**config.mk**
```make
export PLATFORM = sky130hd
export DESIGN_NAME = tsp_axis
export DESIGN_NICKNAME = d
export VERILOG_FILES = /design/src/tsp_pkg.sv /design/src/tsp_axis.sv
export SDC_FILE = /design/constraint.sdc
export NUM_CORES = 1
export LEC_CHECK = 0
export ABC_CLOCK_PERIOD_IN_PS = 27100
export BUFFER_PORTS_ARGS = -buffer_cell sky130_fd_sc_hd__buf_2
export CORE_MARGIN = 5
export CORE_UTILIZATION = 50
export DETAILED_ROUTE_END_ITERATION = 7
export GPL_ROUTABILITY_DRIVEN = 0
export MAX_ROUTING_LAYER = met4
export PLACE_DENSITY_LB_ADDON = 0.2
export SYNTH_ARGS = -nofsm -noshare
export SYNTH_HDL_FRONTEND = slang
export SYNTH_SLANG_ARGS = --single-unit
```
**constraint.sdc**
```tcl
create_clock -name vclk -period 27.1
set_input_delay 4.065 -clock vclk [all_inputs]
set_output_delay 4.065 -clock vclk [all_outputs]
set_load 0.02 [all_outputs]
```
**src/tsp_pkg.sv**
```systemverilog
package tsp_pkg;

  localparam int PulseW  = 15;
  localparam int StepW   = 10;
  localparam int FracW   = 16;
  localparam int ActW    = 3;
  localparam int RegIdxW = 3;

  typedef logic [PulseW-1:0] pulse_t;
  typedef logic [StepW-1:0]  step_t;
  typedef logic [FracW-1:0]  frac_t;

  typedef enum logic [ActW-1:0] {
    ACT_JOG_UP     = 3'd0,
    ACT_JOG_DOWN   = 3'd1,
    ACT_JOG_LEFT   = 3'd2,
    ACT_JOG_RIGHT  = 3'd3,
    ACT_SET_TARGET = 3'd4,
    ACT_TICK       = 3'd5
  } action_t;

  typedef enum logic [RegIdxW-1:0] {
    REG_PITCH_LOW  = 3'd0,
    REG_PITCH_HIGH = 3'd1,
    REG_YAW_LOW    = 3'd2,
    REG_YAW_HIGH   = 3'd3,
    REG_JOG_STEP   = 3'd4,
    REG_SLEW_STEP  = 3'd5
  } reg_idx_t;

  // per-axis operation picked by the command decode
  typedef enum logic [2:0] {
    AX_HOLD  = 3'd0,
    AX_RAISE = 3'd1,
    AX_LOWER = 3'd2,
    AX_SET   = 3'd3,
    AX_SLEW  = 3'd4
  } axis_op_t;

  typedef struct packed {
    logic [ActW-1:0] action;
    frac_t           pitch_fraction;
    frac_t           yaw_fraction;
  } cmd_t;

  typedef struct packed {
    pulse_t pitch_pulse;
    pulse_t yaw_pulse;
    logic   yaw_enable;
    logic   slewing;
  } rsp_t;

  typedef struct packed {
    logic [RegIdxW-1:0] reg_index;
    pulse_t             reg_value;
  } cfg_wr_t;

  typedef struct packed {
    pulse_t pitch_low;
    pulse_t pitch_high;
    pulse_t yaw_low;
    pulse_t yaw_high;
    step_t  jog_step;
    step_t  slew_step;
  } settings_t;

  localparam pulse_t PITCH_LOW_RST  = 15'd800;
  localparam pulse_t PITCH_HIGH_RST = 15'd1600;
  localparam pulse_t YAW_LOW_RST    = 15'd1100;
  localparam pulse_t YAW_HIGH_RST   = 15'd1800;
  localparam step_t  JOG_STEP_RST   = 10'd30;
  localparam step_t  SLEW_STEP_RST  = 10'd10;
  localparam pulse_t PITCH_POS_RST  = 15'd800;
  localparam pulse_t YAW_POS_RST    = 15'd1450;

endpackage

```
**src/tsp_axis.sv**
```systemverilog
// Next position and goal for one axis: jog with clamp, goal mapping, slew step.
module tsp_axis (
  input  tsp_pkg::axis_op_t op,
  input  tsp_pkg::pulse_t   pos,
  input  tsp_pkg::pulse_t   goal,
  input  tsp_pkg::pulse_t   low,
  input  tsp_pkg::pulse_t   high,
  input  tsp_pkg::step_t    jog_step,
  input  tsp_pkg::step_t    slew_step,
  input  tsp_pkg::frac_t    frac,
  output tsp_pkg::pulse_t   pos_next,
  output tsp_pkg::pulse_t   goal_next
);

  localparam int PW = tsp_pkg::PulseW;
  localparam int SW = tsp_pkg::StepW;
  localparam int FW = tsp_pkg::FracW;

  logic [PW-1:0]    jog_ext;
  logic [PW-1:0]    slew_ext;
  logic [PW:0]      raise_sum;
  logic [PW-1:0]    raise_pos;
  logic [PW-1:0]    lower_pos;
  logic [PW-1:0]    span;
  logic [PW+FW-1:0] prod;
  logic [PW:0]      mapped;
  logic [PW-1:0]    slew_pos;

  assign jog_ext  = {{(PW-SW){1'b0}}, jog_step};
  assign slew_ext = (slew_step == '0) ? {{(PW-1){1'b0}}, 1'b1}
                                      : {{(PW-SW){1'b0}}, slew_step};

  // jog up: unchanged at or past the limit, else step up and clamp to it
  assign raise_sum = {1'b0, pos} + {1'b0, jog_ext};
  always_comb begin
    if (pos >= high)
      raise_pos = pos;
    else if (raise_sum > {1'b0, high})
      raise_pos = high;
    else
      raise_pos = raise_sum[PW-1:0];
  end

  always_comb begin
    if (pos <= low)
      lower_pos = pos;
    else if ((pos - low) > jog_ext)
      lower_pos = pos - jog_ext;
    else
      lower_pos = low;
  end

  // goal = low + (span * frac) >> 16, reversed limits give zero span
  assign span   = (high > low) ? (high - low) : '0;
  assign prod   = {{FW{1'b0}}, span} * {{PW{1'b0}}, frac};
  assign mapped = {1'b0, low} + {1'b0, prod[PW+FW-1:FW]};

  // snap onto the goal when within one step
  always_comb begin
    if (pos < goal)
      slew_pos = ((goal - pos) <= slew_ext) ? goal : pos + slew_ext;
    else if (pos > goal)
      slew_pos = ((pos - goal) <= slew_ext) ? goal : pos - slew_ext;
    else
      slew_pos = pos;
  end

  always_comb begin
    pos_next  = pos;
    goal_next = goal;
    case (op)
      tsp_pkg::AX_RAISE: pos_next  = raise_pos;
      tsp_pkg::AX_LOWER: pos_next  = lower_pos;
      tsp_pkg::AX_SET:   goal_next = mapped[PW-1:0];
      tsp_pkg::AX_SLEW:  pos_next  = slew_pos;
      default: ;
    endcase
  end

endmodule

```
==> impl_metrics.tcl <==
set metrics [dict create \
    critPathMaxStageDelay_ns 0.80 \
    critPathCaptureType "output pin" \
    path_max_fanout 108 \
    finalInstanceArea_sq_um 17500 \
    viasPerCell 6.13 \
    finalCritPeriodShare_pct 73.9 \
    slowest_stage "buf_4" \
    rows 66 \
    synth.largest_area_cell "fa_1" \
    cp.arrival_ns 15.97 \
    drt_iter0_drc 1625 \
    ys_warn_count 0 \
    wirelength_mm 54.8 \
    synth_cell_type_count 87 \
    synthTopCellsByCount "inv_1 (330), ha_1 (265), fa_1 (188), nand2_1 (164), and3_1 (128)" \
    start_kind "primary input" \
    hold_viol_final 0 \
    hold_class "primary input to output pin" \
    drcViolationCount 0 \
    overflow 0 \
    fp.coreArea_sq_um 32700 \
    max_freq_mhz 49.9 \
    wl_per_cell_microns 20.7 \
    dieArea_sq_um 37000 \
    finalSetupTns_ns 0 \
    placed_area_sq_um 17500 \
    ys_seq_area_share_pct 0 \
    seq_cell_count 0 \
    grt_pass1_wl_mm 86.2 \
    syn_avg_cell_area_sq_um 7.70 \
    start_util_pct 50.9 \
    clock_buffer_count 0 \
    drive_gt1_share_pct 8.36 \
    rsz0062_at_grt "false" \
    grt_pass1_vias 16300 \
    syn_to_final_growth_pct 5.22 \
    synth_top_area_share_pct 22.6 \
    cts_resized 0 \
    relSlewSlack_pct 22.3 \
    via_count 16200 \
    run_status "finished clean" \
    fp.dieH_microns 192 \
    first_pass_iters 8 \
    synth_nets 2713 \
    gr-usage-all-layers_pct 30.0 \
    drv_cap 0 \
    cp_data_required_time_ns 23.03 \
    syn_area_sq_um 16600 \
    ctsHoldBuffers 0 \
    synth.most_common_cell "inv_1" \
    post-route-min-period_ns 20.04 \
    grt_max_degree 109 \
    ios 129 \
    fin_util_pct 53.6 \
    register_area_sq_um 0 \
    final_nets 2756 \
    die_w_microns 192 \
    dp_hpwl_mm 45.2 \
    antenna_left 0 \
    drv_slew 0 \
    critical_path_class "primary input to output pin" \
    port_buffers 129 \
    setup_violations 0 \
    tightest_slew_ns 1.15 \
    post-cts-setup-buffers 0 \
    synth.area.top_cells "fa_1 (23%), ha_1 (20%), inv_1 (7.4%), and3_1 (4.8%), xnor2_1 (3.9%)" \
    grt_antenna_before_repair 2 \
    synthCells 2161 \
    crit_path_frequent_cell "fa_1" \
]
-- worst paths after layout --
check	from	end	slack (ns)	cells after the start
setup / recovery	low[4]	goal_next[11]	7.06	40
hold / removal	goal[9]	goal_next[9]	8.52	4
-- area by class of cell --
type | count | area, sq um
well taps | 442 | 553
fillers | 3238 | 15200
diodes | 3 | 7.51
multi-input cells | 1726 | 15000
inverters | 331 | 1240
repair buffers | 145 | 766
-- critical path: cells and delay by family --
family	cells	cell delay, ns
XOR/XNOR	2	0.49
AO/OA/AOI/OAI	13	3.57
adder cells (fa/ha/maj)	9	3.93
buffers and inverters	7	1.45
AND/OR/NAND/NOR	9	2.40
-- through the flow --
step / hold WS (ns) / worst slack [ns] / cells
2_1_floorplan: 8.31 / 9.90 / 2161
3_3_place_gp: 8.51 / 7.61 / 2644
3_5_place_dp: 8.52 / 7.38 / 2644
4_1_cts: 8.52 / 7.34 / 2644
5_1_grt: 8.56 / 6.43 / 2646
6_report: 8.52 / 7.06 / 2647
-- kinds of logic (layout without fill, tap and decap cells) --
kind of cell,count (synthesis),in the layout,share of synthesized area (%)
compound gates,444,444,17.7
xor+xnor,99,99,5.21
simple gates,683,683,21.3
buf+inv,435,476,10.4
other cells,0,3,0
mux,47,47,2.92
fa+ha+maj,453,453,42.5
-- per-layer routing --
layer,wire length [microns],global-route usage [%],vias up
met5,0,-,-
met4,2730,12.0,0
met3,4620,3.31,162
met2,24900,48.0,769
met1,22600,39.0,7800
li1,-,-,7504
-- cell usage in the layout, fill, tap and decap left out, drive strengths merged, types with 7 or more instances in the layout --
master,netlist,routed
inv,330,330
ha,265,265
fa,188,188
nand2,164,164
buf,30,145
and3,128,128
nor2,114,114
a21oi,102,102
o21ai,99,99
xnor2,74,74
nand3,60,60
nor3,56,56
and2,37,37
a21o,36,36
mux2i,35,35
a31oi,35,35
xor2,25,25
o21a,24,24
nor2b,23,23
a211oi,23,23
nand4,19,19
or3,17,17
o21bai,16,16
nand2b,14,14
o211ai,12,12
mux2,12,12
a221oi,12,12
or2,8,8
nor4,8,8
or4,7,7
o31ai,7,7
and4,7,7
nand3b,7,7
a311oi,7,7
